## config.mk

```make
export PLATFORM = sky130hd
export DESIGN_NAME = midi_running_status_parser_unit
export DESIGN_NICKNAME = d
export VERILOG_FILES = /design/src/rtl/mrsp_pkg.sv /design/src/rtl/mrsp_in_stage.sv /design/src/rtl/mrsp_core.sv /design/src/rtl/mrsp_out_stage.sv /design/src/rtl/midi_running_status_parser_unit.sv
export VERILOG_INCLUDE_DIRS = /design/src /design/src/rtl
export SDC_FILE = /design/constraint.sdc
export NUM_CORES = 1
export LEC_CHECK = 0
export ABC_AREA = 0
export BUFFER_PORTS_ARGS = -buffer_cell sky130_fd_sc_hd__buf_2
export CORE_ASPECT_RATIO = 1.75
export CORE_MARGIN = 4
export CORE_UTILIZATION = 58
export DETAILED_ROUTE_END_ITERATION = 7
export PLACE_DENSITY = 0.88
export SYNTH_ARGS = -nofsm -noshare
export SYNTH_HDL_FRONTEND = slang
export SYNTH_SLANG_ARGS = --single-unit
```

## constraint.sdc

```tcl
create_clock -name clk -period 7.5 [get_ports clk]
set_input_delay 0.75 -clock clk [delete_from_list [all_inputs] [get_ports clk]]
set_output_delay 0.75 -clock clk [all_outputs]
set_load 0.1 [all_outputs]
```

## src/rtl/midi_running_status_parser_unit_defines.svh

```systemverilog
// Assertion macros shared by the MIDI running-status parser modules.
`ifndef MIDI_RUNNING_STATUS_PARSER_UNIT_DEFINES_SVH
`define MIDI_RUNNING_STATUS_PARSER_UNIT_DEFINES_SVH

// Same-cycle implication, sampled on clk and disabled while rst is high.
`define MRSP_ASSERT_IMPL(label, ante, cons) \
  label: assert property (@(posedge clk) disable iff (rst) (ante) |-> (cons)) \
    else $error("mrsp assertion failed");

// Next-cycle implication, sampled on clk and disabled while rst is high.
`define MRSP_ASSERT_NEXT(label, ante, cons) \
  label: assert property (@(posedge clk) disable iff (rst) (ante) |=> (cons)) \
    else $error("mrsp assertion failed");

`endif

```

## src/rtl/mrsp_pkg.sv

```systemverilog
// Types and constants shared by the MIDI running-status parser modules.
package mrsp_pkg;

  localparam int BYTE_W  = 8;
  localparam int DATA_W  = 7;
  localparam int CHAN_W  = 4;
  localparam int VALUE_W = 14;

  localparam logic [3:0] NIB_NOTE_OFF = 4'h8;
  localparam logic [3:0] NIB_NOTE_ON  = 4'h9;
  localparam logic [3:0] NIB_POLY     = 4'hA;
  localparam logic [3:0] NIB_CC       = 4'hB;
  localparam logic [3:0] NIB_CHPR     = 4'hD;
  localparam logic [3:0] NIB_BEND     = 4'hE;
  localparam logic [7:0] SYSEX_START  = 8'hF0;

  localparam logic DIALECT_RESET = 1'b1;

  typedef enum logic [2:0] {
    KIND_NOTE   = 3'd0,
    KIND_POLY   = 3'd1,
    KIND_CC     = 3'd2,
    KIND_CHPR   = 3'd3,
    KIND_BEND   = 3'd4,
    KIND_SYSEX  = 3'd5,
    KIND_REJECT = 3'd6
  } kind_t;

  typedef struct packed {
    logic              first;
    logic [BYTE_W-1:0] data;
  } item_t;

  typedef struct packed {
    kind_t              kind;
    logic [CHAN_W-1:0]  channel;
    logic [DATA_W-1:0]  number;
    logic [VALUE_W-1:0] value;
    logic [BYTE_W-1:0]  rejected;
    logic               from_note_off;
  } result_t;

endpackage

```

## src/rtl/mrsp_in_stage.sv

```systemverilog
// Input register of the parser: holds one accepted byte until the core takes it.
module mrsp_in_stage
  import mrsp_pkg::*;
(
  input  logic              clk,
  input  logic              rst,
  input  logic              s_valid,
  output logic              s_ready,
  input  logic [BYTE_W-1:0] s_data,
  input  logic              s_first,
  input  logic              advance,
  output logic              valid,
  output item_t             item
);

  logic valid_next;

  assign s_ready = !valid || advance;

  always_comb begin
    if (s_valid && s_ready) begin
      valid_next = 1'b1;
    end else if (advance) begin
      valid_next = 1'b0;
    end else begin
      valid_next = valid;
    end
  end

  always_ff @(posedge clk) begin
    if (rst) begin
      valid <= 1'b0;
    end else begin
      valid <= valid_next;
    end
  end

  always_ff @(posedge clk) begin
    if (s_valid && s_ready) begin
      item.first <= s_first;
      item.data  <= s_data;
    end
  end

endmodule

```

## src/rtl/mrsp_core.sv

```systemverilog
// Running-status state, dialect register and the per-byte decode.
module mrsp_core
  import mrsp_pkg::*;
(
  input  logic    clk,
  input  logic    rst,
  input  logic    cfg_write,
  input  logic    cfg_value,
  input  logic    advance,
  input  item_t   item,
  output logic    res_valid,
  output result_t res
);

`include "midi_running_status_parser_unit_defines.svh"

  logic              dialect;
  kind_t             running_kind, running_kind_next;
  logic [CHAN_W-1:0] running_channel, running_channel_next;
  logic              running_from_note_off, running_from_note_off_next;
  logic              pair_phase, pair_phase_next;
  logic [DATA_W-1:0] held_first_byte, held_first_byte_next;
  logic              discard_rest, discard_rest_next;

  logic              kind_ok;
  logic              phase_in;
  logic              do_data;
  logic [DATA_W-1:0] b7;
  logic [3:0]        hi;
  kind_t             new_kind;

  always_comb begin
    case (running_kind)
      KIND_NOTE, KIND_CC, KIND_SYSEX: kind_ok = 1'b1;
      KIND_POLY:                      kind_ok = !dialect;
      KIND_CHPR, KIND_BEND:           kind_ok = dialect;
      default:                        kind_ok = 1'b0;
    endcase
  end

  always_comb begin
    hi = item.data[BYTE_W-1 -: 4];
    if (hi == NIB_NOTE_OFF || hi == NIB_NOTE_ON) begin
      new_kind = KIND_NOTE;
    end else if (hi == NIB_POLY && !dialect) begin
      new_kind = KIND_POLY;
    end else if (hi == NIB_CC) begin
      new_kind = KIND_CC;
    end else if (hi == NIB_CHPR && dialect) begin
      new_kind = KIND_CHPR;
    end else if (hi == NIB_BEND && dialect) begin
      new_kind = KIND_BEND;
    end else if (item.data == SYSEX_START) begin
      new_kind = KIND_SYSEX;
    end else begin
      new_kind = KIND_REJECT;
    end
  end

  always_comb begin
    b7 = item.data[DATA_W-1:0];
    running_kind_next          = running_kind;
    running_channel_next       = running_channel;
    running_from_note_off_next = running_from_note_off;
    pair_phase_next            = pair_phase;
    held_first_byte_next       = held_first_byte;
    discard_rest_next          = discard_rest;
    phase_in                   = pair_phase;
    do_data                    = 1'b0;
    res_valid                  = 1'b0;
    res.kind                   = KIND_SYSEX;
    res.channel                = running_channel;
    res.number                 = '0;
    res.value                  = '0;
    res.rejected               = '0;
    res.from_note_off          = 1'b0;

    if (!item.first) begin
      do_data = !discard_rest && (running_kind != KIND_SYSEX);
    end else begin
      // A message start drops any half-built pair and ends a discard.
      phase_in             = 1'b0;
      pair_phase_next      = 1'b0;
      held_first_byte_next = '0;
      discard_rest_next    = 1'b0;
      if (!item.data[BYTE_W-1]) begin
        if (running_kind == KIND_SYSEX) begin
          discard_rest_next = 1'b1;
          res_valid         = 1'b1;
          res.kind          = KIND_SYSEX;
        end else begin
          do_data = 1'b1;
        end
      end else if (new_kind == KIND_REJECT) begin
        discard_rest_next = 1'b1;
        res_valid         = 1'b1;
        res.kind          = KIND_REJECT;
        res.rejected      = item.data;
      end else begin
        running_kind_next          = new_kind;
        running_from_note_off_next = (hi == NIB_NOTE_OFF);
        if (new_kind == KIND_SYSEX) begin
          res_valid = 1'b1;
          res.kind  = KIND_SYSEX;
        end else begin
          running_channel_next = item.data[CHAN_W-1:0];
        end
      end
    end

    if (do_data && kind_ok) begin
      if (running_kind == KIND_CHPR) begin
        res_valid = 1'b1;
        res.kind  = KIND_CHPR;
        res.value = {{(VALUE_W-DATA_W){1'b0}}, b7};
      end else if (!phase_in) begin
        held_first_byte_next = b7;
        pair_phase_next      = 1'b1;
      end else begin
        pair_phase_next = 1'b0;
        res_valid       = 1'b1;
        res.kind        = running_kind;
        if (running_kind == KIND_BEND) begin
          res.value = {b7, held_first_byte};
        end else begin
          res.number        = held_first_byte;
          res.value         = {{(VALUE_W-DATA_W){1'b0}}, b7};
          res.from_note_off = (running_kind == KIND_NOTE) && running_from_note_off;
        end
      end
    end
  end

  always_ff @(posedge clk) begin
    if (rst) begin
      dialect <= DIALECT_RESET;
    end else if (cfg_write) begin
      dialect <= cfg_value;
    end
  end

  always_ff @(posedge clk) begin
    if (rst) begin
      running_kind          <= KIND_NOTE;
      running_channel       <= '0;
      running_from_note_off <= 1'b0;
      pair_phase            <= 1'b0;
      held_first_byte       <= '0;
      discard_rest          <= 1'b0;
    end else if (advance) begin
      running_kind          <= running_kind_next;
      running_channel       <= running_channel_next;
      running_from_note_off <= running_from_note_off_next;
      pair_phase            <= pair_phase_next;
      held_first_byte       <= held_first_byte_next;
      discard_rest          <= discard_rest_next;
    end
  end

  `MRSP_ASSERT_IMPL(a_no_reject_running, 1'b1, running_kind != KIND_REJECT)
  `MRSP_ASSERT_IMPL(a_phase_only_paired, pair_phase,
      running_kind != KIND_CHPR && running_kind != KIND_SYSEX)
  `MRSP_ASSERT_IMPL(a_bend_from_running, res_valid && res.kind == KIND_BEND,
      running_kind == KIND_BEND && phase_in)

endmodule

```

## src/rtl/mrsp_out_stage.sv

```systemverilog
// Output register of the parser: holds one event until the receiver takes it.
module mrsp_out_stage
  import mrsp_pkg::*;
(
  input  logic    clk,
  input  logic    rst,
  input  logic    load,
  input  result_t res,
  output logic    space,
  output logic    m_valid,
  input  logic    m_ready,
  output result_t m_res
);

  logic m_valid_next;

  assign space = !m_valid || m_ready;

  always_comb begin
    if (load) begin
      m_valid_next = 1'b1;
    end else if (m_ready) begin
      m_valid_next = 1'b0;
    end else begin
      m_valid_next = m_valid;
    end
  end

  always_ff @(posedge clk) begin
    if (rst) begin
      m_valid <= 1'b0;
    end else begin
      m_valid <= m_valid_next;
    end
  end

  always_ff @(posedge clk) begin
    if (load) begin
      m_res <= res;
    end
  end

endmodule

```

## src/rtl/midi_running_status_parser_unit.sv

```systemverilog
// Top level of the MIDI running-status parser.
//
// Bytes enter on the s_axis channel, one per transaction, with s_axis_tuser high on
// the first byte of each message. Events leave on the m_axis channel; bytes that only
// update the running status or hold the first half of a pair give no event.
// The dialect register is written through cfg_valid/cfg_data; cfg_ready is always high,
// and writes are expected only while the parser is idle.
// A byte is registered on entry and decoded from the input register, and its event is
// registered into the output register once that register has space for it.
// Throughput is one byte per cycle: the input and output registers each free up in
// the cycle their contents move on, so s_axis_tready stays high while the receiver
// keeps up. When m_axis_tready is low the event is held; one more byte can be taken
// into the input register before s_axis_tready drops.
// Synchronous reset empties both registers, selects dialect 1 and restores the
// running status to note on, channel 0.
module midi_running_status_parser_unit
  import mrsp_pkg::*;
(
  input  logic        clk,
  input  logic        rst,
  input  logic        s_axis_tvalid,
  output logic        s_axis_tready,
  input  logic [7:0]  s_axis_tdata,  // [7:0] data_byte
  input  logic        s_axis_tuser,  // [0] first_of_message
  output logic        m_axis_tvalid,
  input  logic        m_axis_tready,
  // [3:0] channel, [10:4] item_number, [24:11] item_value, [32:25] rejected_byte,
  // [39:33] zero
  output logic [39:0] m_axis_tdata,
  output logic [3:0]  m_axis_tuser,  // [2:0] event_kind, [3] from_note_off
  input  logic        cfg_valid,
  output logic        cfg_ready,
  input  logic        cfg_data
);

`include "midi_running_status_parser_unit_defines.svh"

  logic    in_valid;
  item_t   in_item;
  logic    advance;
  logic    space;
  logic    res_valid;
  result_t res;
  result_t out_res;

  assign cfg_ready = 1'b1;
  assign advance   = in_valid && space;

  mrsp_in_stage u_in (
    .clk     (clk),
    .rst     (rst),
    .s_valid (s_axis_tvalid),
    .s_ready (s_axis_tready),
    .s_data  (s_axis_tdata),
    .s_first (s_axis_tuser),
    .advance (advance),
    .valid   (in_valid),
    .item    (in_item)
  );

  mrsp_core u_core (
    .clk       (clk),
    .rst       (rst),
    .cfg_write (cfg_valid && cfg_ready),
    .cfg_value (cfg_data),
    .advance   (advance),
    .item      (in_item),
    .res_valid (res_valid),
    .res       (res)
  );

  mrsp_out_stage u_out (
    .clk     (clk),
    .rst     (rst),
    .load    (advance && res_valid),
    .res     (res),
    .space   (space),
    .m_valid (m_axis_tvalid),
    .m_ready (m_axis_tready),
    .m_res   (out_res)
  );

  assign m_axis_tdata = {7'd0, out_res.rejected, out_res.value, out_res.number,
                         out_res.channel};
  assign m_axis_tuser = {out_res.from_note_off, out_res.kind};

  `MRSP_ASSERT_IMPL(a_note_off_flag, m_axis_tvalid && out_res.kind != KIND_NOTE,
      !out_res.from_note_off)
  `MRSP_ASSERT_IMPL(a_reject_byte, m_axis_tvalid && out_res.kind != KIND_REJECT,
      out_res.rejected == '0)
  `MRSP_ASSERT_IMPL(a_no_number,
      m_axis_tvalid && (out_res.kind == KIND_CHPR || out_res.kind == KIND_BEND ||
      out_res.kind == KIND_SYSEX || out_res.kind == KIND_REJECT),
      out_res.number == '0)

endmodule
```

==> results.sh <==
export IMPL_status="finished clean"
export IMPL_clock_tree_from_tritoncts="done"
export IMPL_core_region_area_um2=4748
export IMPL_critical_path_max_fanout=13
export IMPL_worst_ep_arrival_time_ps=2310
export IMPL_die_y_um=101.5
export IMPL_synth_top_family_by_area="simple AND/OR/NAND/NOR gates"
export IMPL_nNetsFinal=313
export IMPL_grt_first_pass_wirelength_um=8935
export IMPL_final_min_period_over_clock_period=0.2977
export IMPL_final_skew_ps=5.998
export IMPL_leak_pwr_nw=1.311
export IMPL_layout_min_cycle_time_ps=2233
export IMPL_num_rows=33
export IMPL_number_of_buffers_inserted_during_clock_tree_synthesis=9
export IMPL_final_cell_mix="sky130_fd_sc_hd__buf_2 (53), sky130_fd_sc_hd__edfxtp_1 (46), sky130_fd_sc_hd__and2_1 (24), sky130_fd_sc_hd__nor2_1 (20), sky130_fd_sc_hd__dfxtp_1 (20)"
export IMPL_critical_path_max_stage_delay_ps=540
export IMPL_post_cts_buffers=0
export IMPL_layout_area_overhead_vs_synth_pct=15.97
export IMPL_syn_inst=246
export IMPL_achievable_frequency_mhz=447.9
export IMPL_clkTransAtPathRegs_ps=70
export IMPL_timing_critical_path_required_ps=7580
export IMPL_crit_path_start_kind="register"
export IMPL_worst_slew_pin_slew_ps=546.0
export IMPL_worst_path_max_delay_cell="sky130_fd_sc_hd__edfxtp_1"
export IMPL_gr_total_overflow=0
export IMPL_initial_antenna_violation_count=0
export IMPL_globalRouteTotalUtil=0.2002
export IMPL_post_route_cells_drive_above_1_share=0.2475
export IMPL_power_frac_comb=0.117
export IMPL_number_of_flops_mapped_to_enable_cells_by_yosys=46
export IMPL_die_x_um=61.45
export IMPL_synth_area_in_compound_gates=0.07121
export IMPL_post_cts_resized_instances=0
export IMPL_power_frac_clock=0.387
export IMPL_ys_warn_count=0
export IMPL_worst_path_most_repeated_cell="sky130_fd_sc_hd__o21ai_1"
export IMPL_htree_levels=3
export IMPL_gp_routability_congestion=0.8653
export IMPL_worst_hold_path_type="register to register"
export IMPL_ys_seq_elements=66
export IMPL_timing_final_hold_violations=0
export IMPL_asyncSetResetFlopFracSynth=0
export IMPL_tritonroute_pass_1_iters=4
export IMPL_vias=1996
export IMPL_residual_drc_count=0
export IMPL_sequentialPowerShare=0.495
export IMPL_synth_seq_area_share=0.6146
export IMPL_peakVddDrop_uv=264.1
export IMPL_rsz_0062_raised_after_global_routing="false"
export IMPL_total_detailed_routing_wirelength_um=5614
export IMPL_total_internal_power_mw=0.6072
export IMPL_synthXorXnorAreaFrac=0.003021
export IMPL_distinct_cell_type_count_after_synthesis=45
export IMPL_switching_share=0.2704
export IMPL_clk_path_buf_depth=2
export IMPL_slew_headroom=0.6352
export IMPL_finalSetupViolations=0
export IMPL_timing_setup_tns_ps=0
export IMPL_detail_route_iter0_violations=63
export IMPL_total_die_area_um2=6238
export IMPL_crit_family="simple AND/OR/NAND/NOR gates"
export IMPL_dp_final_hpwl_um=4108
export IMPL_maxSlewViolCount=0
export IMPL_start_util=0.6105
export IMPL_yosys_area_share_adder=0
export IMPL_synth_mux_area_frac=0.04489
export IMPL_worst_setup_path_end_kind="register"
export IMPL_cts_sinks=66
export IMPL_p_switching_mw=0.2250
export IMPL_max_cap_violations=0
export IMPL_boundaryPins=62
export IMPL_placement_io_buffers=53
export IMPL_cellPowerDensity_nw_per_um2=247.5
export IMPL_number_of_global_route_vias_before_repair=1955
export IMPL_synthSimpleGateAreaFrac=0.2236
export IMPL_worst_setup_slack_after_layout_ps=5267
export IMPL_most_common_cell_after_layout_fill_and_taps_aside="sky130_fd_sc_hd__buf_2"
export IMPL_post_synth_cell_area_avg_um2=11.78
export IMPL_grt_start_max_net_pins=38
export IMPL_timing_critical_path_buf_inv=0
export IMPL_syn_cell_area_um2=2899
export IMPL_top_flip_flop_cell_by_instance_count_after_synthesis="sky130_fd_sc_hd__edfxtp_1"
export IMPL_route_antenna_remaining_nets=0
export IMPL_detail_route_wl_per_cell_um=15.81
export IMPL_pre_cts_ws_ps=5307
export IMPL_worstSetupPathType="register to register"
export IMPL_cts_root_buf="sky130_fd_sc_hd__clkbuf_8"
export IMPL_critical_path_cell_by_cell="nor3b_1 -> o21ai_1 -> a21boi_1 -> nor2b_1 -> o21ai_1"
export IMPL_viasPerCell=5.623
export IMPL_antennaDiodeCount=0
export IMPL_cts_hold_buffers_added=0
export IMPL_clock_insertion_delay_worst_skew_ps=340
cell families after synthesis:
kind of cell | Yosys count
flip-flops | 66
XOR/XNOR | 1
buffers and inverters | 19
multiplexers | 13
other | 2
AND/OR/NAND/NOR | 112
AO/OA/AOI/OAI | 33
power groups by stage:
stage / registers (mW) / clock network, mW / logic (mW)
after CTS: 0.412 / 0.331 / 0.0978
after floorplan: 0.447 / 0 / 0.0568
final: 0.412 / 0.322 / 0.0977
after global routing: 0.414 / 0.346 / 0.104
after detailed placement: 0.420 / 0 / 0.0976
after global placement: 0.419 / 0 / 0.0960
worst paths after layout:
check	start	to	slack, ps	cells past startpoint
min reg2reg	u_core.running_channel[2]$_SDFFE_PP0P_	u_out.m_res[32]$_DFFE_PP_	430	0
max	u_in.item[6]$_DFFE_PP_	u_out.m_res[34]$_DFFE_PP_	5270	5
min	u_core.running_channel[2]$_SDFFE_PP0P_	u_out.m_res[32]$_DFFE_PP_	430	0
max reg2reg	u_in.item[6]$_DFFE_PP_	u_out.m_res[34]$_DFFE_PP_	5270	5
worst reg2reg max path: cells and delay by family, from the launching register on:
kind | cells | cell delay, ps
simple gates | 2 | 810
compound gates | 3 | 610
flops | 1 | 540
per-stage QoR:
stage / total power [mW] / hold WS, ps / cells / cell area, um2 / util
global route: 0.8632 / 441.7 / 355 / 3362 / 0.7080
CTS: 0.8405 / 435.5 / 355 / 3362 / 0.7080
floorplan: 0.5042 / 408.0 / 252 / 2922 / -
finish: 0.8322 / 433.6 / 355 / 3362 / 0.7080
global placement: 0.5154 / 411.2 / 339 / 3146 / 0.6625
detailed placement: 0.5177 / 417.0 / 339 / 3146 / 0.6625
routing by layer:
layer  part of all wire  track usage  routed length [um]  vias to the layer above
met5                  0            0                   0                        -
met4              0.054       0.1487                 303                        0
li1                   -            -                   -                      967
met2               0.55       0.3450                3110                       81
met3              0.056      0.04464                 315                       23
met1               0.34       0.1988                1884                      925
final cells by class:
cell class / instances / area, um2
clock buffers: 9 / 123.9
well taps: 52 / 65.06
flip-flops and latches: 66 / 1782
fillers: 341 / 1386
clock inverters: 7 / 92.59
repair buffers: 54 / 272.8
multi-input cells: 167 / 1026
registers in the layout, summed over array words and instances (netlist names):
register and cells:
u_in.item 9, u_core.running_kind 3, u_out.m_valid 1, u_core.held_first_byte 7, u_core.running_from_note_off 1, u_core.running_channel 4, u_in.valid 1, u_core.dialect 1
u_core.pair_phase 1, u_core.discard_rest 1, u_out.m_res 37
cell usage after synthesis (2+ instances only):
| library cell | number | area [um2] |
|---|---|---|
| sky130_fd_sc_hd__nand4_1 | 4 | 25.02 |
| sky130_fd_sc_hd__o22ai_1 | 2 | 12.51 |
| sky130_fd_sc_hd__o21ai_0 | 4 | 20.02 |
| sky130_fd_sc_hd__conb_1 | 2 | 7.510 |
| sky130_fd_sc_hd__mux2i_1 | 13 | 130.1 |
| sky130_fd_sc_hd__buf_4 | 9 | 67.56 |
| sky130_fd_sc_hd__nand3_1 | 5 | 25.02 |
| sky130_fd_sc_hd__buf_2 | 3 | 15.01 |
| sky130_fd_sc_hd__nor3b_1 | 2 | 15.01 |
| sky130_fd_sc_hd__nand2b_1 | 13 | 81.33 |
| sky130_fd_sc_hd__edfxtp_1 | 46 | 1381 |
| sky130_fd_sc_hd__a21boi_1 | 2 | 15.01 |
| sky130_fd_sc_hd__nand3b_1 | 3 | 22.52 |
| sky130_fd_sc_hd__nand2_1 | 19 | 71.32 |
| sky130_fd_sc_hd__or2_1 | 2 | 12.51 |
| sky130_fd_sc_hd__o21ai_1 | 3 | 15.01 |
| sky130_fd_sc_hd__a21oi_1 | 9 | 45.04 |
| sky130_fd_sc_hd__or3_1 | 3 | 18.77 |
| sky130_fd_sc_hd__and2_1 | 24 | 150.1 |
| sky130_fd_sc_hd__a22oi_1 | 5 | 37.54 |
| sky130_fd_sc_hd__dfxtp_1 | 20 | 400.4 |
| sky130_fd_sc_hd__nor2_1 | 21 | 78.83 |
| sky130_fd_sc_hd__nor2b_1 | 5 | 31.28 |
| sky130_fd_sc_hd__clkbuf_1 | 6 | 22.52 |
No activity file was read; power rests on OpenSTA's default activity.
